`src/hdl/gtr_pkg.sv`:
```
// Shared constants, codes and font tables for the glyph text rasterizer.
// Depends on nothing; every other file refers to it by scoped names.
package gtr_pkg;

    localparam int CHAR_W      = 8;
    localparam int POS_W       = 12;
    localparam int COLOR_W     = 32;
    localparam int PIX_ADDR_W  = 24;
    localparam int BASE_W      = 24;
    localparam int PITCH_W     = 13;
    localparam int PROD_W      = POS_W + PITCH_W;
    localparam int GLYPH_IDX_W = 6;
    localparam int CELLS       = 25;
    localparam int CFG_IDX_W   = 1;
    localparam int CFG_DATA_W  = 24;
    localparam int CHAR_ADVANCE = 6;

    localparam logic [GLYPH_IDX_W-1:0] BLANK_GLYPH = 6'd45;

    localparam logic [PITCH_W-1:0] PITCH_RESET = 13'd640;
    localparam logic [BASE_W-1:0]  BASE_RESET  = '0;

    localparam logic [CFG_IDX_W-1:0] CFG_FRAME_BASE = 1'd0;
    localparam logic [CFG_IDX_W-1:0] CFG_LINE_PITCH = 1'd1;

    // Shared adder operations
    localparam logic [2:0] ALU_BASE   = 3'd0;   // product + frame base
    localparam logic [2:0] ALU_X      = 3'd1;   // cursor + start column
    localparam logic [2:0] ALU_CELL   = 3'd2;   // row base + column
    localparam logic [2:0] ALU_SHADOW = 3'd3;   // cell address + pitch
    localparam logic [2:0] ALU_ROW    = 3'd4;   // row base + pitch
    localparam logic [2:0] ALU_ADV    = 3'd5;   // cursor + character advance

    typedef logic [CELLS-1:0] glyph_t;

    // Fold upper case, then map the byte onto the font's symbol order.
    function automatic logic [GLYPH_IDX_W-1:0] glyph_index(input logic [CHAR_W-1:0] code);
        logic [CHAR_W-1:0]      c;
        logic [GLYPH_IDX_W-1:0] idx;
        c = code;
        if (c >= 8'h41 && c <= 8'h5A)
            c = c + 8'h20;
        if (c >= 8'h61 && c <= 8'h7A)
            idx = GLYPH_IDX_W'(c - 8'h61);
        else if (c >= 8'h30 && c <= 8'h39)
            idx = GLYPH_IDX_W'(c - 8'h30 + 8'd26);
        else begin
            case (c)
                8'h21:   idx = 6'd36;   // !
                8'h3F:   idx = 6'd37;   // ?
                8'h3A:   idx = 6'd38;   // :
                8'h3D:   idx = 6'd39;   // =
                8'h2C:   idx = 6'd40;   // ,
                8'h2E:   idx = 6'd41;   // .
                8'h2D:   idx = 6'd42;   // -
                8'h28:   idx = 6'd43;   // (
                8'h29:   idx = 6'd44;   // )
                8'h23:   idx = 6'd46;   // #
                8'h27:   idx = 6'd47;   // apostrophe
                8'h2A:   idx = 6'd48;   // *
                8'h2F:   idx = 6'd49;   // /
                default: idx = BLANK_GLYPH;
            endcase
        end
        return idx;
    endfunction

    // 5x5 font, row-major; the top-left cell is bit 24.
    function automatic glyph_t glyph_bits(input logic [GLYPH_IDX_W-1:0] idx);
        glyph_t g;
        case (idx)
            6'd0:    g = 25'b01110_10001_11111_10001_10001;
            6'd1:    g = 25'b11110_10001_11110_10001_11110;
            6'd2:    g = 25'b01111_10000_10000_10000_01111;
            6'd3:    g = 25'b11110_10001_10001_10001_11110;
            6'd4:    g = 25'b11111_10000_11110_10000_11111;
            6'd5:    g = 25'b11111_10000_11100_10000_10000;
            6'd6:    g = 25'b01111_10000_10111_10001_01110;
            6'd7:    g = 25'b10001_10001_11111_10001_10001;
            6'd8:    g = 25'b00100_00100_00100_00100_00100;
            6'd9:    g = 25'b00010_00010_00010_00010_11100;
            6'd10:   g = 25'b10010_10100_11000_10100_10010;
            6'd11:   g = 25'b10000_10000_10000_10000_11111;
            6'd12:   g = 25'b11010_10101_10101_10001_10001;
            6'd13:   g = 25'b10001_11001_10101_10011_10001;
            6'd14:   g = 25'b01110_10001_10001_10001_01110;
            6'd15:   g = 25'b11110_10001_11110_10000_10000;
            6'd16:   g = 25'b01110_10001_10001_10011_01111;
            6'd17:   g = 25'b11110_10001_11110_10100_10010;
            6'd18:   g = 25'b01111_10000_01110_00001_11110;
            6'd19:   g = 25'b11111_00100_00100_00100_00100;
            6'd20:   g = 25'b10001_10001_10001_10001_01111;
            6'd21:   g = 25'b10001_10001_01010_01010_00100;
            6'd22:   g = 25'b10001_10001_10101_10101_01010;
            6'd23:   g = 25'b10001_01010_00100_01010_10001;
            6'd24:   g = 25'b10001_10001_01111_00001_01110;
            6'd25:   g = 25'b11111_00010_00100_01000_11111;
            6'd26:   g = 25'b01110_10011_10101_11001_01110;
            6'd27:   g = 25'b00100_01100_00100_00100_01110;
            6'd28:   g = 25'b01110_10001_00110_01000_11111;
            6'd29:   g = 25'b11110_00001_00110_00001_11110;
            6'd30:   g = 25'b10000_10010_11111_00010_00010;
            6'd31:   g = 25'b11111_10000_11110_00001_11110;
            6'd32:   g = 25'b01111_10000_11110_10001_01110;
            6'd33:   g = 25'b11111_00001_00010_00100_00100;
            6'd34:   g = 25'b01110_10001_01110_10001_01110;
            6'd35:   g = 25'b01110_10001_01111_00001_01110;
            6'd36:   g = 25'b00100_00100_00100_00000_00100;
            6'd37:   g = 25'b01110_00001_00010_00000_00100;
            6'd38:   g = 25'b00000_00000_00100_00000_00100;
            6'd39:   g = 25'b00000_00000_01110_00000_01110;
            6'd40:   g = 25'b00000_00000_00000_00010_00100;
            6'd41:   g = 25'b00000_00000_00000_00000_00100;
            6'd42:   g = 25'b00000_00000_01110_00000_00000;
            6'd43:   g = 25'b00010_00100_00100_00100_00010;
            6'd44:   g = 25'b00100_00010_00010_00010_00100;
            6'd46:   g = 25'b01010_11111_01010_11111_01010;
            6'd47:   g = 25'b00100_00100_00000_00000_00000;
            6'd48:   g = 25'b10101_01110_11111_01110_10101;
            6'd49:   g = 25'b00001_00010_00100_01000_10000;
            default: g = '0;
        endcase
        return g;
    endfunction

endpackage

```
`src/hdl/gtr_ifs.sv`:
```
// Handshake channels of the glyph text rasterizer: characters in, pixel
// writes out, and configuration writes. Depends on gtr_pkg for widths.

interface gtr_char_if;
    logic                           valid;
    logic                           ready;
    logic [gtr_pkg::CHAR_W-1:0]     char_code;
    logic                           new_string;
    logic [gtr_pkg::POS_W-1:0]      pos_x;
    logic [gtr_pkg::POS_W-1:0]      pos_y;
    logic [gtr_pkg::COLOR_W-1:0]    color;

    modport source (output valid, char_code, new_string, pos_x, pos_y, color, input ready);
    modport sink   (input valid, char_code, new_string, pos_x, pos_y, color, output ready);
endinterface

interface gtr_pix_if;
    logic                            valid;
    logic                            ready;
    logic [gtr_pkg::PIX_ADDR_W-1:0]  pixel_address;
    logic [gtr_pkg::COLOR_W-1:0]     pixel_value;
    logic                            last_write;

    modport source (output valid, pixel_address, pixel_value, last_write, input ready);
    modport sink   (input valid, pixel_address, pixel_value, last_write, output ready);
endinterface

interface gtr_cfg_if;
    logic                            valid;
    logic                            ready;
    logic [gtr_pkg::CFG_IDX_W-1:0]   index;
    logic [gtr_pkg::CFG_DATA_W-1:0]  data;

    modport source (output valid, index, data, input ready);
    modport sink   (input valid, index, data, output ready);
endinterface

```
`src/hdl/gtr_cfg_regs.sv`:
```
// Configuration register file: frame base and line pitch.
// Depends on gtr_pkg and gtr_cfg_if.
module gtr_cfg_regs (
    input  logic                           clk,
    input  logic                           rst_n,
    gtr_cfg_if.sink                        cfg,
    output logic [gtr_pkg::BASE_W-1:0]     frame_base,
    output logic [gtr_pkg::PITCH_W-1:0]    line_pitch
);

    logic [gtr_pkg::BASE_W-1:0]  base_reg;
    logic [gtr_pkg::PITCH_W-1:0] pitch_reg;

    assign cfg.ready  = 1'b1;
    assign frame_base = base_reg;
    assign line_pitch = pitch_reg;

    always_ff @(posedge clk or negedge rst_n)
    begin
        if (!rst_n)
        begin
            base_reg  <= gtr_pkg::BASE_RESET;
            pitch_reg <= gtr_pkg::PITCH_RESET;
        end
        else if (cfg.valid)
        begin
            case (cfg.index)
                gtr_pkg::CFG_FRAME_BASE: base_reg  <= cfg.data[gtr_pkg::BASE_W-1:0];
                gtr_pkg::CFG_LINE_PITCH: pitch_reg <= cfg.data[gtr_pkg::PITCH_W-1:0];
                default: ;
            endcase
        end
    end

endmodule

```
`src/hdl/gtr_addr_alu.sv`:
```
// Shared address adder: picks two operands by operation code and adds
// them modulo 2^ADDR_BITS. Depends on gtr_pkg.
module gtr_addr_alu #(
    parameter int ADDR_BITS = 24
) (
    input  logic [2:0]                     op,
    input  logic [ADDR_BITS-1:0]           cursor,
    input  logic [ADDR_BITS-1:0]           row_base,
    input  logic [ADDR_BITS-1:0]           cell_addr,
    input  logic [gtr_pkg::PROD_W-1:0]     prod,
    input  logic [gtr_pkg::BASE_W-1:0]     frame_base,
    input  logic [gtr_pkg::PITCH_W-1:0]    line_pitch,
    input  logic [gtr_pkg::POS_W-1:0]      pos_x,
    input  logic [2:0]                     col,
    output logic [ADDR_BITS-1:0]           sum
);

    logic [ADDR_BITS-1:0] opa;
    logic [ADDR_BITS-1:0] opb;

    always_comb
    begin
        case (op)
            gtr_pkg::ALU_BASE:
            begin
                opa = ADDR_BITS'(prod);
                opb = ADDR_BITS'(frame_base);
            end
            gtr_pkg::ALU_X:
            begin
                opa = cursor;
                opb = ADDR_BITS'(pos_x);
            end
            gtr_pkg::ALU_CELL:
            begin
                opa = row_base;
                opb = ADDR_BITS'(col);
            end
            gtr_pkg::ALU_SHADOW:
            begin
                opa = cell_addr;
                opb = ADDR_BITS'(line_pitch);
            end
            gtr_pkg::ALU_ROW:
            begin
                opa = row_base;
                opb = ADDR_BITS'(line_pitch);
            end
            gtr_pkg::ALU_ADV:
            begin
                opa = cursor;
                opb = ADDR_BITS'(gtr_pkg::CHAR_ADVANCE);
            end
            default:
            begin
                opa = '0;
                opb = '0;
            end
        endcase
    end

    assign sum = opa + opb;

endmodule

```
`src/hdl/gtr_seq.sv`:
```
// Character sequencer: computes the cursor, scans the glyph cell by cell
// and issues colour and shadow writes through the shared address adder.
// Depends on gtr_pkg, gtr_char_if, gtr_pix_if and gtr_addr_alu.
module gtr_seq #(
    parameter int ADDR_BITS = 24
) (
    input  logic                           clk,
    input  logic                           rst_n,
    gtr_char_if.sink                       chars,
    gtr_pix_if.source                      pixels,
    input  logic [gtr_pkg::BASE_W-1:0]     frame_base,
    input  logic [gtr_pkg::PITCH_W-1:0]    line_pitch
);

    localparam int EXT_W = (ADDR_BITS > gtr_pkg::PIX_ADDR_W) ? ADDR_BITS : gtr_pkg::PIX_ADDR_W;

    localparam logic [2:0] ST_IDLE = 3'd0;
    localparam logic [2:0] ST_MUL  = 3'd1;
    localparam logic [2:0] ST_ADDB = 3'd2;
    localparam logic [2:0] ST_ADDX = 3'd3;
    localparam logic [2:0] ST_SCAN = 3'd4;
    localparam logic [2:0] ST_SHAD = 3'd5;
    localparam logic [2:0] ST_NROW = 3'd6;
    localparam logic [2:0] ST_DONE = 3'd7;

    logic [2:0]                         state_reg,  state_next;
    logic [ADDR_BITS-1:0]               cursor_reg, cursor_next;
    logic [ADDR_BITS-1:0]               row_base_reg, row_base_next;
    logic [ADDR_BITS-1:0]               cell_addr_reg, cell_addr_next;
    logic [gtr_pkg::PROD_W-1:0]         prod_reg, prod_next;
    gtr_pkg::glyph_t                    glyph_reg, glyph_next;
    logic [2:0]                         row_reg, row_next;
    logic [2:0]                         col_reg, col_next;
    logic [gtr_pkg::COLOR_W-1:0]        color_reg, color_next;
    logic [gtr_pkg::POS_W-1:0]          x_reg, x_next;
    logic [gtr_pkg::POS_W-1:0]          y_reg, y_next;
    logic                               ovalid_reg, ovalid_next;
    logic [gtr_pkg::PIX_ADDR_W-1:0]     oaddr_reg, oaddr_next;
    logic [gtr_pkg::COLOR_W-1:0]        ovalue_reg, ovalue_next;
    logic                               olast_reg, olast_next;

    logic [2:0]                         alu_op;
    logic [ADDR_BITS-1:0]               alu_sum;
    logic [EXT_W-1:0]                   sum_ext;
    logic                               ofree;
    logic                               accept;

    gtr_addr_alu #(
        .ADDR_BITS (ADDR_BITS)
    ) u_alu (
        .op         (alu_op),
        .cursor     (cursor_reg),
        .row_base   (row_base_reg),
        .cell_addr  (cell_addr_reg),
        .prod       (prod_reg),
        .frame_base (frame_base),
        .line_pitch (line_pitch),
        .pos_x      (x_reg),
        .col        (col_reg),
        .sum        (alu_sum)
    );

    assign sum_ext = EXT_W'(alu_sum);
    assign ofree   = !ovalid_reg || pixels.ready;
    assign accept  = chars.valid && chars.ready;

    assign chars.ready          = (state_reg == ST_IDLE);
    assign pixels.valid         = ovalid_reg;
    assign pixels.pixel_address = oaddr_reg;
    assign pixels.pixel_value   = ovalue_reg;
    assign pixels.last_write    = olast_reg;

    always_comb
    begin
        state_next     = state_reg;
        cursor_next    = cursor_reg;
        row_base_next  = row_base_reg;
        cell_addr_next = cell_addr_reg;
        prod_next      = prod_reg;
        glyph_next     = glyph_reg;
        row_next       = row_reg;
        col_next       = col_reg;
        color_next     = color_reg;
        x_next         = x_reg;
        y_next         = y_reg;
        ovalid_next    = ovalid_reg && !pixels.ready;
        oaddr_next     = oaddr_reg;
        ovalue_next    = ovalue_reg;
        olast_next     = olast_reg;
        alu_op         = gtr_pkg::ALU_CELL;

        case (state_reg)
            ST_IDLE:
            begin
                if (accept)
                begin
                    glyph_next    = gtr_pkg::glyph_bits(gtr_pkg::glyph_index(chars.char_code));
                    color_next    = chars.color;
                    x_next        = chars.pos_x;
                    y_next        = chars.pos_y;
                    row_next      = '0;
                    col_next      = '0;
                    row_base_next = cursor_reg;
                    state_next    = chars.new_string ? ST_MUL : ST_SCAN;
                end
            end
            ST_MUL:
            begin
                prod_next  = gtr_pkg::PROD_W'(y_reg) * gtr_pkg::PROD_W'(line_pitch);
                state_next = ST_ADDB;
            end
            ST_ADDB:
            begin
                alu_op      = gtr_pkg::ALU_BASE;
                cursor_next = alu_sum;
                state_next  = ST_ADDX;
            end
            ST_ADDX:
            begin
                alu_op        = gtr_pkg::ALU_X;
                cursor_next   = alu_sum;
                row_base_next = alu_sum;
                state_next    = ST_SCAN;
            end
            ST_SCAN:
            begin
                alu_op = gtr_pkg::ALU_CELL;
                if (glyph_reg == '0)
                    state_next = ST_DONE;
                else if (glyph_reg[gtr_pkg::CELLS-1])
                begin
                    if (ofree)
                    begin
                        ovalid_next    = 1'b1;
                        oaddr_next     = sum_ext[gtr_pkg::PIX_ADDR_W-1:0];
                        ovalue_next    = color_reg;
                        olast_next     = 1'b0;
                        cell_addr_next = alu_sum;
                        state_next     = ST_SHAD;
                    end
                end
                else
                begin
                    // empty cell: step to the next one
                    glyph_next = {glyph_reg[gtr_pkg::CELLS-2:0], 1'b0};
                    if (col_reg == 3'd4)
                        state_next = (row_reg == 3'd4) ? ST_DONE : ST_NROW;
                    else
                        col_next = col_reg + 3'd1;
                end
            end
            ST_SHAD:
            begin
                alu_op = gtr_pkg::ALU_SHADOW;
                if (ofree)
                begin
                    ovalid_next = 1'b1;
                    oaddr_next  = sum_ext[gtr_pkg::PIX_ADDR_W-1:0];
                    ovalue_next = '0;
                    olast_next  = (glyph_reg[gtr_pkg::CELLS-2:0] == '0);
                    glyph_next  = {glyph_reg[gtr_pkg::CELLS-2:0], 1'b0};
                    if (col_reg == 3'd4)
                        state_next = (row_reg == 3'd4) ? ST_DONE : ST_NROW;
                    else
                    begin
                        col_next   = col_reg + 3'd1;
                        state_next = ST_SCAN;
                    end
                end
            end
            ST_NROW:
            begin
                alu_op        = gtr_pkg::ALU_ROW;
                row_base_next = alu_sum;
                row_next      = row_reg + 3'd1;
                col_next      = '0;
                state_next    = ST_SCAN;
            end
            ST_DONE:
            begin
                alu_op      = gtr_pkg::ALU_ADV;
                cursor_next = alu_sum;
                state_next  = ST_IDLE;
            end
            default:
            begin
                state_next = ST_IDLE;
            end
        endcase
    end

    always_ff @(posedge clk or negedge rst_n)
    begin
        if (!rst_n)
        begin
            state_reg  <= ST_IDLE;
            cursor_reg <= '0;
            ovalid_reg <= 1'b0;
            row_reg    <= '0;
            col_reg    <= '0;
        end
        else
        begin
            state_reg  <= state_next;
            cursor_reg <= cursor_next;
            ovalid_reg <= ovalid_next;
            row_reg    <= row_next;
            col_reg    <= col_next;
        end
    end

    always_ff @(posedge clk)
    begin
        row_base_reg  <= row_base_next;
        cell_addr_reg <= cell_addr_next;
        prod_reg      <= prod_next;
        glyph_reg     <= glyph_next;
        color_reg     <= color_next;
        x_reg         <= x_next;
        y_reg         <= y_next;
        oaddr_reg     <= oaddr_next;
        ovalue_reg    <= ovalue_next;
        olast_reg     <= olast_next;
    end

    // A shadow always follows a set cell that has not been shifted out yet.
    a_shadow_on_set_cell: assert property (@(posedge clk) disable iff (!rst_n)
        (state_reg == ST_SHAD) |-> glyph_reg[gtr_pkg::CELLS-1])
        else $error("shadow state without a set glyph cell");

    // The final write of a character is always a shadow.
    a_last_is_shadow: assert property (@(posedge clk) disable iff (!rst_n)
        (ovalid_reg && olast_reg) |-> (ovalue_reg == '0))
        else $error("last write is not a shadow");

    // Scan position stays inside the 5x5 cell grid.
    a_grid_bounds: assert property (@(posedge clk) disable iff (!rst_n)
        (row_reg <= 3'd4) && (col_reg <= 3'd4))
        else $error("glyph scan left the cell grid");

    // Cursor advance returns to idle in the next cycle.
    a_done_to_idle: assert property (@(posedge clk) disable iff (!rst_n)
        (state_reg == ST_DONE) |=> (state_reg == ST_IDLE))
        else $error("advance did not return to idle");

    // A new word on the output only appears in a scan or shadow step.
    a_out_source: assert property (@(posedge clk) disable iff (!rst_n)
        (ovalid_reg && !$past(ovalid_reg)) |->
            ($past(state_reg) == ST_SCAN || $past(state_reg) == ST_SHAD))
        else $error("output word loaded outside the cell scan");

endmodule

```
`src/hdl/glyph_text_rasterizer_unit.sv`:
```
// Glyph text rasterizer top: gtr_cfg_regs and gtr_seq over the gtr_ifs channels, gtr_pkg.
// The first write follows accept once the empty cells ahead of the first lit one are
// scanned; with new_string the cursor is computed first (multiply, add base, add x).
// A new character is taken only in idle, once the last one is through; output stalls
// hold the scan. Each lit cell takes 2 adder steps, each empty cell and row 1.
// Reset: asynchronous, active low; cursor 0, frame_base 0, line_pitch 640.
module glyph_text_rasterizer_unit #(
    parameter int ADDR_BITS = 24
) (
    input  logic        clk,
    input  logic        rst_n,
    gtr_char_if.sink    chars,
    gtr_pix_if.source   pixels,
    gtr_cfg_if.sink     cfg
);

    logic [gtr_pkg::BASE_W-1:0]  frame_base;
    logic [gtr_pkg::PITCH_W-1:0] line_pitch;

    gtr_cfg_regs u_cfg (
        .clk        (clk),
        .rst_n      (rst_n),
        .cfg        (cfg),
        .frame_base (frame_base),
        .line_pitch (line_pitch)
    );

    gtr_seq #(
        .ADDR_BITS (ADDR_BITS)
    ) u_seq (
        .clk        (clk),
        .rst_n      (rst_n),
        .chars      (chars),
        .pixels     (pixels),
        .frame_base (frame_base),
        .line_pitch (line_pitch)
    );

endmodule
```
`src/flat_wrapper.sv`:
```
// flat-port wrapper written by rule: the top's interface ports become plain ports
module glyph_text_rasterizer_unit_flat 
#(
    parameter int ADDR_BITS = 24
)
  (clk, rst_n, chars_valid, chars_char_code, chars_new_string, chars_pos_x, chars_pos_y, chars_color, chars_ready, pixels_valid, pixels_pixel_address, pixels_pixel_value, pixels_last_write, pixels_ready, cfg_valid, cfg_index, cfg_data, cfg_ready);
  gtr_char_if chars_i ();
  gtr_pix_if pixels_i ();
  gtr_cfg_if cfg_i ();
  input  logic clk;
  input  logic rst_n;
  input wire logic [$bits(chars_i.valid)-1:0] chars_valid;
  input wire logic [$bits(chars_i.char_code)-1:0] chars_char_code;
  input wire logic [$bits(chars_i.new_string)-1:0] chars_new_string;
  input wire logic [$bits(chars_i.pos_x)-1:0] chars_pos_x;
  input wire logic [$bits(chars_i.pos_y)-1:0] chars_pos_y;
  input wire logic [$bits(chars_i.color)-1:0] chars_color;
  output wire logic [$bits(chars_i.ready)-1:0] chars_ready;
  output wire logic [$bits(pixels_i.valid)-1:0] pixels_valid;
  output wire logic [$bits(pixels_i.pixel_address)-1:0] pixels_pixel_address;
  output wire logic [$bits(pixels_i.pixel_value)-1:0] pixels_pixel_value;
  output wire logic [$bits(pixels_i.last_write)-1:0] pixels_last_write;
  input wire logic [$bits(pixels_i.ready)-1:0] pixels_ready;
  input wire logic [$bits(cfg_i.valid)-1:0] cfg_valid;
  input wire logic [$bits(cfg_i.index)-1:0] cfg_index;
  input wire logic [$bits(cfg_i.data)-1:0] cfg_data;
  output wire logic [$bits(cfg_i.ready)-1:0] cfg_ready;
  assign chars_i.valid = chars_valid;
  assign chars_i.char_code = chars_char_code;
  assign chars_i.new_string = chars_new_string;
  assign chars_i.pos_x = chars_pos_x;
  assign chars_i.pos_y = chars_pos_y;
  assign chars_i.color = chars_color;
  assign chars_ready = chars_i.ready;
  assign pixels_valid = pixels_i.valid;
  assign pixels_pixel_address = pixels_i.pixel_address;
  assign pixels_pixel_value = pixels_i.pixel_value;
  assign pixels_last_write = pixels_i.last_write;
  assign pixels_i.ready = pixels_ready;
  assign cfg_i.valid = cfg_valid;
  assign cfg_i.index = cfg_index;
  assign cfg_i.data = cfg_data;
  assign cfg_ready = cfg_i.ready;
  glyph_text_rasterizer_unit #(.ADDR_BITS(ADDR_BITS)) u_core (.clk(clk), .rst_n(rst_n), .chars(chars_i), .pixels(pixels_i), .cfg(cfg_i));
endmodule
```
`config.mk`:
```
export PLATFORM = sky130hd
export DESIGN_NAME = glyph_text_rasterizer_unit_flat
export DESIGN_NICKNAME = d
export VERILOG_FILES = /design/src/hdl/gtr_pkg.sv /design/src/hdl/gtr_ifs.sv /design/src/hdl/gtr_cfg_regs.sv /design/src/hdl/gtr_addr_alu.sv /design/src/hdl/gtr_seq.sv /design/src/hdl/glyph_text_rasterizer_unit.sv /design/src/flat_wrapper.sv
export SDC_FILE = /design/constraint.sdc
export NUM_CORES = 1
export LEC_CHECK = 0
export ABC_CLOCK_PERIOD_IN_PS = 11400
export BUFFER_PORTS_ARGS = -buffer_cell sky130_fd_sc_hd__buf_2
export CAP_MARGIN = 20
export CORE_ASPECT_RATIO = 1.1
export CORE_MARGIN = 5
export CORE_UTILIZATION = 38
export CTS_BUF_LIST = sky130_fd_sc_hd__clkbuf_4
export CTS_CLUSTER_DIAMETER = 200
export DETAILED_ROUTE_END_ITERATION = 10
export SYNTH_ARGS = -nofsm -noshare
export SYNTH_HDL_FRONTEND = slang
export SYNTH_SLANG_ARGS = --single-unit
```
`constraint.sdc`:
```
create_clock -name clk -period 11.4 [get_ports clk]
set_clock_uncertainty 0.1 [all_clocks]
set_input_delay 1.71 -clock clk [delete_from_list [all_inputs] [get_ports clk]]
set_output_delay 1.71 -clock clk [all_outputs]
set_load 0.01 [all_outputs]
```
==> results.tsv, run 1 <==
stage	metric	value	unit
job	Max-Cap Viols	0	
yosys	XOR/XNOR Fraction of Synth Area	0.01965	
yosys	Ys Warns	0	
clocking	CTS tree	built	
die	Cell Rows	86	
detailed_routing	Post-route DRC	0	
pwr	Leak	0.009251	µW
global_route	grt ovf	0	
outcome	outcome	finished clean	
die	CORE AREA	50040	µm²
yosys	Yosys cell types	85	
timing	Final setup viols	0	
worst_setup_path	Arr. time, crit path	6.63	ns
yosys	Post-synth EDFFs	210	
placed_design	Placer Congestion	0.9556	
global_route	met1 Use GR	0.2554	
timing	worst hold margin	0.4056	ns
yosys	Avg Inst Size Synth	10.56	µm²
clocking	clock sink total	281	
global_route	first-pass GRT wire length	85.31	mm
finish	commonest non-fill, non-tap cell in the layout	nand2_1	
die	IO Pins	155	
clocking	Clock Tree Root	clkbuf_4	
placed_design	Port Buf Inserts	153	
global_route	largest net degree at the start of global routing	72	
global_route	vias in the first global route	14980	
yosys	post-synthesis mux area share	0.04903	
timing	post-route clock period utilization	0.5458	
yosys	largest family of logic cells by synthesized area	adder cells	
timing	Max Slew Vio Count	0	
global_route	GR Util All Layers	0.1942	
placed_design	detailed placement HPWL	38.89	mm
yosys	Post-Synth Simple-Gate Area	0.1337	
detailed_routing	Total Wirelength	53.86	mm
yosys	synthesized-area fraction occupied by adder cells	0.1822	
finish	P&R area growth vs syn	13.14	%
worst_setup_path	Crit Path Max Fanout	14	
global_route	grt met3 use	0.04035	
detailed_routing	per-cell routed wire length	19.93	µm
yosys	flop and latch count out of synthesis	281	
clocking	H-Tree Depth	3	
finish	layout cell share with drive strength beyond 1	0.2032	
yosys	dominant synthesized flop cell	edfxtp_1	
timing	Slew @ Worst Pin	1.079	ns
timing	RSZ-0062 raised after global routing	no	
finish	fin area	21680	µm²
worst_setup_path	Critical Path Start Type	flop	
detailed_routing	vias	14730	
detailed_routing	Pre-Repair DR Iteration Count	6	
yosys	Synth Net Count	2122	
worst_setup_path	CP endpoint kind	flop	
clocking	clk buf depth	3	
worst_setup_path	crit path buf inv count	3	
timing	max frequency	160.7	MHz
worst_hold_path	Worst Hold Class	flop to flop	
detailed_routing	Detail Route Antenna Nets	0	
pwr	VDD IR-drop max	0.2448	mV
placed_design	dpl cell area	20570	µm²
clocking	Clock transition at path regs	0.06	ns
worst_setup_path	Crit Path Category	flop to flop	
global_route	antenna violations before repair	3	
yosys	Async SR Flop Fraction	0.2527	
worst_setup_path	Crit path largest cell delay	0.69	ns
global_route	Top Usage Layer GRT	met2	
pwr	Final Power	6876	µW
timing	TNS Setup	0	ns
detailed_routing	initial DRC count	1276	
timing	Final Hold Vio Count	0	
worst_setup_path	CP cell instances	nand2_1 > fa_1 > fa_1 > fa_1 > inv_1 > fa_1 > inv_1 > fa_1 > inv_1 > ha_1 > o21a_1 > a21oi_1 > a211oi_1 > nor2_1 > a2111oi_0 > o31a_1 > a21o_1 > a21oi_1 > xnor2_1	
global_route	grt met2 use	0.3203	
clocking	later-pin clock latency in the skew report	0.78	ns
die	Initial Utilization	0.3830	
yosys	Compound-Gate Fraction of Synth Area	0.1358	
die	Die W	224.1	µm
clocking	# Post-CTS Setup Buffers	0	
worst_setup_path	Crit path required time	11.81	ns
detailed_routing	Via density	5.449	
die	die span in y	245.5	µm
yosys	Cells after Synth	1814	
die	DIE AREA	55030	µm²
pwr	Pwr Density	317.2	nW/µm²
worst_setup_path	Crit-path slowest cell	dfrtp_1	
finish	nets	2281	
timing	Final min period	6.222	ns
finish	most frequent cells in the layout	213 x nand2_1, 210 x edfxtp_1, 181 x inv_1	
worst_setup_path	critical path's top delay family	adder cells	
worst_setup_path	Crit path top cell by count	fa_1	
clocking	# hold bufs at CTS	0	
yosys	register area share after synthesis	0.4219	
yosys	Netlist Area Pre-Place	19160	µm²
timing	Slew headroom	0.2810	
clocking	CTS Buf Count	77	
clocking	PostCTS Resize Cnt	0	
## area by class of cell
class,instances,area (µm²)
clock buffer,118,885.9
clock inverter,25,178.9
antenna,6,15.01
multi-input combinational,1251,10020
sequential,281,8087
tap,660,825.8
timing repair buffer,178,975.9
inverter,184,690.7
fill,4826,28350
## report_power, final
part,switching [µW],internal [µW]
registers,181,1730
clock network,441,524
logic,2450,1540
## worst paths after layout
check / from / endpoint / slack, ns / depth (start not counted)
hold / removal: u_core.u_cfg.frame_base[8] / u_core.u_cfg.frame_base[8] / 0.41 / 1
max in group asynchronous: rst_n / u_core.u_cfg.line_pitch[7] / 9.78 / 2
setup reg to reg: u_core.u_cfg.line_pitch[6] / u_core.u_seq.prod_reg[23] / 5.18 / 19
setup / recovery: u_core.u_cfg.line_pitch[6] / u_core.u_seq.prod_reg[23] / 5.18 / 19
min in group asynchronous: rst_n / u_core.u_cfg.frame_base[16] / 0.74 / 1
hold reg to reg: u_core.u_cfg.frame_base[8] / u_core.u_cfg.frame_base[8] / 0.41 / 1
## stage by stage
step | cells | utilization | worst slack (ns)
2_1_floorplan | 1814 | - | 5.679
3_3_place_gp | 2553 | 0.4112 | 5.231
3_5_place_dp | 2553 | 0.4112 | 5.160
4_1_cts | 2696 | 0.4325 | 5.173
5_1_grt | 2703 | 0.4333 | 4.786
6_report | 2703 | 0.4333 | 5.178
## logic make-up after synthesis
kind of cell               Yosys count
xor gates and xnor gates            43
AOI/OAI and AO/OA                  371
muxes                               85
and+or+nand+nor                    538
DFF                                281
buffers and inverters              282
adders and majority gates          213
other                                1
## per-layer routing
metal  vias to the layer above  wire [µm]  part of all wire
met1                      7249      23280              0.43
li1                       6758          -                 -
met4                         0       1450             0.027
met5                         -          0                 0
met2                       621      25500              0.47
met3                       101       3626             0.067
## cell usage after synthesis, types with 14 or more instances
cell,n,share of area
a22o_1,19,0.0087
a221o_1,16,0.0084
buf_2,18,0.0047
xnor2_1,34,0.016
a21oi_1,69,0.018
and3_1,16,0.0052
edfxtp_1,210,0.33
ha_1,103,0.067
nor2_1,94,0.018
mux2i_1,14,0.0073
clkbuf_1,69,0.014
fa_1,110,0.11
dfrtp_1,69,0.090
inv_1,182,0.036
mux2_2,71,0.042
nand2_1,213,0.042
a22oi_1,28,0.011
and2_1,94,0.031
nor3_1,21,0.0055
nand3_1,31,0.0081
a211oi_1,22,0.0086
o21ai_0,80,0.021
Power figures use the tool's default switching activity.
==> run 2, diff against run 1 <==
ABC_CLOCK_PERIOD_IN_PS = 5600   (was 11400)
clock period = 5.6 ns   (was 11.4 ns; I/O delays follow)
==> run 2 against run 1 <==
  * Global-route usage is 0.48 points higher
  * Critical path depth is 1 higher
  * Utilization is 1.3 points higher
  * Flip-flop and latch count stayed put
  * Cell area is 3.0% higher
  * Power is 120% higher
  * Critical endpoint unchanged
  * Highest routed layer unchanged
==> results.tsv, run 2 (same netlist as run 1, synthesis figures left out) <==
stage	metric	value	unit
detailed_routing	Via density	5.384	
detailed_routing	Top Metal Used	met4	
detailed_routing	Post-route DRC	0	
die	CORE AREA	50040	µm²
placed_design	detailed placement HPWL	41.46	mm
clocking	H-Tree Depth	3	
finish	area of the multi-input gates	10130	µm²
job	Max-Cap Viols	0	
pwr	Leak	0.009622	µW
die	Cell Rows	86	
pwr	Pwr Density	667.1	nW/µm²
detailed_routing	WL met2	26.50	mm
detailed_routing	metal3 WL	3.330	mm
timing	worst hold margin	0.07407	ns
worst_setup_path	Crit-path slowest cell	fa_1	
detailed_routing	routed length on met1	23.94	mm
clocking	Clock transition at path regs	0.07	ns
detailed_routing	Detail Route Antenna Nets	0	
timing	Slew @ Worst Pin	1.062	ns
detailed_routing	Pre-Repair DR Iteration Count	7	
placed_design	Placer Congestion	0.9569	
worst_setup_path	Critical Path Start Type	flop	
placed_design	Port Buf Inserts	153	
worst_setup_path	Crit path required time	6.06	ns
timing	Final min period	5.510	ns
clocking	Clock Tree Root	clkbuf_4	
clocking	later-pin clock latency in the skew report	0.85	ns
placed_design	post-place setup slack	-0.07193	ns
worst_setup_path	Crit Path Max Fanout	5	
worst_setup_path	CP endpoint kind	flop	
global_route	GR Util All Layers	0.1990	
finish	most frequent cells in the layout	210 x edfxtp_1, 208 x nand2_1, 180 x inv_1	
worst_hold_path	Worst Hold Class	primary input to flop	
detailed_routing	per-cell routed wire length	20.02	µm
finish	final instance count without filler cells	2776	
worst_setup_path	Arr. time, crit path	5.97	ns
die	die span in y	245.5	µm
clocking	CTS tree	built	
detailed_routing	Total Wirelength	55.56	mm
timing	worst setup margin	0.09020	ns
worst_setup_path	Register-to-Register Setup Slack	0.09	ns
worst_setup_path	Crit path largest cell delay	0.53	ns
global_route	vias in the first global route	15360	
die	Initial Utilization	0.3830	
timing	max frequency	181.5	MHz
timing	TNS Setup	0	ns
finish	fill count	4766	
clocking	CTS Buf Count	77	
finish	nets	2359	
die	IO Pins	155	
finish	commonest non-fill, non-tap cell in the layout	edfxtp_1	
global_route	largest net degree at the start of global routing	51	
outcome	outcome	finished clean	
global_route	antenna violations before repair	2	
global_route	first-pass GRT wire length	86.86	mm
timing	post-route clock period utilization	0.9839	
timing	Final Hold Vio Count	0	
pwr	Final Power	14890	µW
detailed_routing	vias	14950	
finish	P&R area growth vs syn	16.50	%
clocking	clk buf depth	3	
finish	layout cell share with drive strength beyond 1	0.2440	
timing	Slew headroom	0.2923	
clocking	clock sink total	281	
worst_setup_path	CP cell instances	and2_1 > fa_1 > inv_1 > fa_1 > inv_1 > fa_1 > fa_1 > inv_1 > fa_1 > inv_1 > ha_4 > nand3_2 > a211oi_4 > nor2_2 > a2111oi_2 > buf_4 > o31a_1 > a21o_1 > a21oi_2 > xnor2_1	
worst_setup_path	Crit Path Category	flop to flop	
worst_setup_path	Crit path top cell by count	fa_1	
die	Die W	224.1	µm
die	DIE AREA	55030	µm²
finish	FF/Latch Area	8090	µm²
placed_design	placed instance count	2615	
detailed_routing	initial DRC count	1117	
pwr	VDD IR-drop max	0.6775	mV
global_route	grt ovf	0	
timing	Final setup viols	0	
timing	Max Slew Vio Count	0	
[run 2: changes by cell type in the layout (fill, tap and decap cells not counted), moves of 3 or more]
cell / delta
inv_2: +3
buf_4: +72
buf_6: +6
nand2_1: -5
ha_4: +3
fa_2: +4
dfrtp_2: +3
nand2_2: +5
fa_1: -4
dfrtp_1: -3
ha_1: -3
[run 2: worst paths after layout]
kind	from	end	cells after the start
worst max-delay path	u_core.u_seq.y_reg[7]	u_core.u_seq.prod_reg[23]	20
worst min-delay path	chars_color[7]	u_core.u_seq.color_reg[7]	1
worst max register to register	u_core.u_seq.y_reg[7]	u_core.u_seq.prod_reg[23]	20
worst min register to register	u_core.u_seq.cursor_reg[21]	u_core.u_seq.cursor_reg[21]	2
max in group asynchronous	rst_n	u_core.u_cfg.line_pitch[4]	3
min in group asynchronous	rst_n	u_core.u_seq.pixels.valid	2
[run 2: timing repair]
item,in CTS,in global routing
resized for setup,1,34
setup buffers,0,15
pin swaps,0,18
endpoints found under the hold margin,21,0
setup endpoints to repair,1,6
hold buffers,1,0
[run 2: layer usage]
layer,vias to the layer above,global-route usage
met5,-,0
met4,0,0.07281
met3,112,0.03928
met2,538,0.3302
met1,7390,0.2596
li1,6907,-
[run 2: stage by stage]
| step | util | cell area [µm²] |
|---|---|---|
| finish | 0.4462 | 22330 |
| global route | 0.4462 | 22330 |
| CTS | 0.4407 | 22050 |
| detailed placement | 0.4203 | 21030 |
| global placement | 0.4203 | 21030 |
| floorplan | - | 19170 |
[run 2: critical path, delay by kind of cell, from the launching register on]
kind,cells,cell delay (ns)
xor+xnor,1,0.12
fa+ha+maj,6,2.79
buf+inv,5,0.41
simple gates,3,0.38
compound gates,5,0.99
flops,1,0.49
[run 2: report_power, final]
| part | switching [µW] | internal (µW) |
|---|---|---|
| Clock | 895 | 997 |
| Sequential | 325 | 3530 |
| Combinational | 5450 | 3690 |
| Total | 6670 | 8220 |
[run 2: cell type report]
type,instances,area share
inverter,184,0.03094
clock buffer,116,0.03901
sequential,281,0.3624
clock inverter,23,0.005997
multi-input combinational,1251,0.4540
antenna,5,0.0005604
tap,660,0.03699
timing repair buffer,256,0.07017
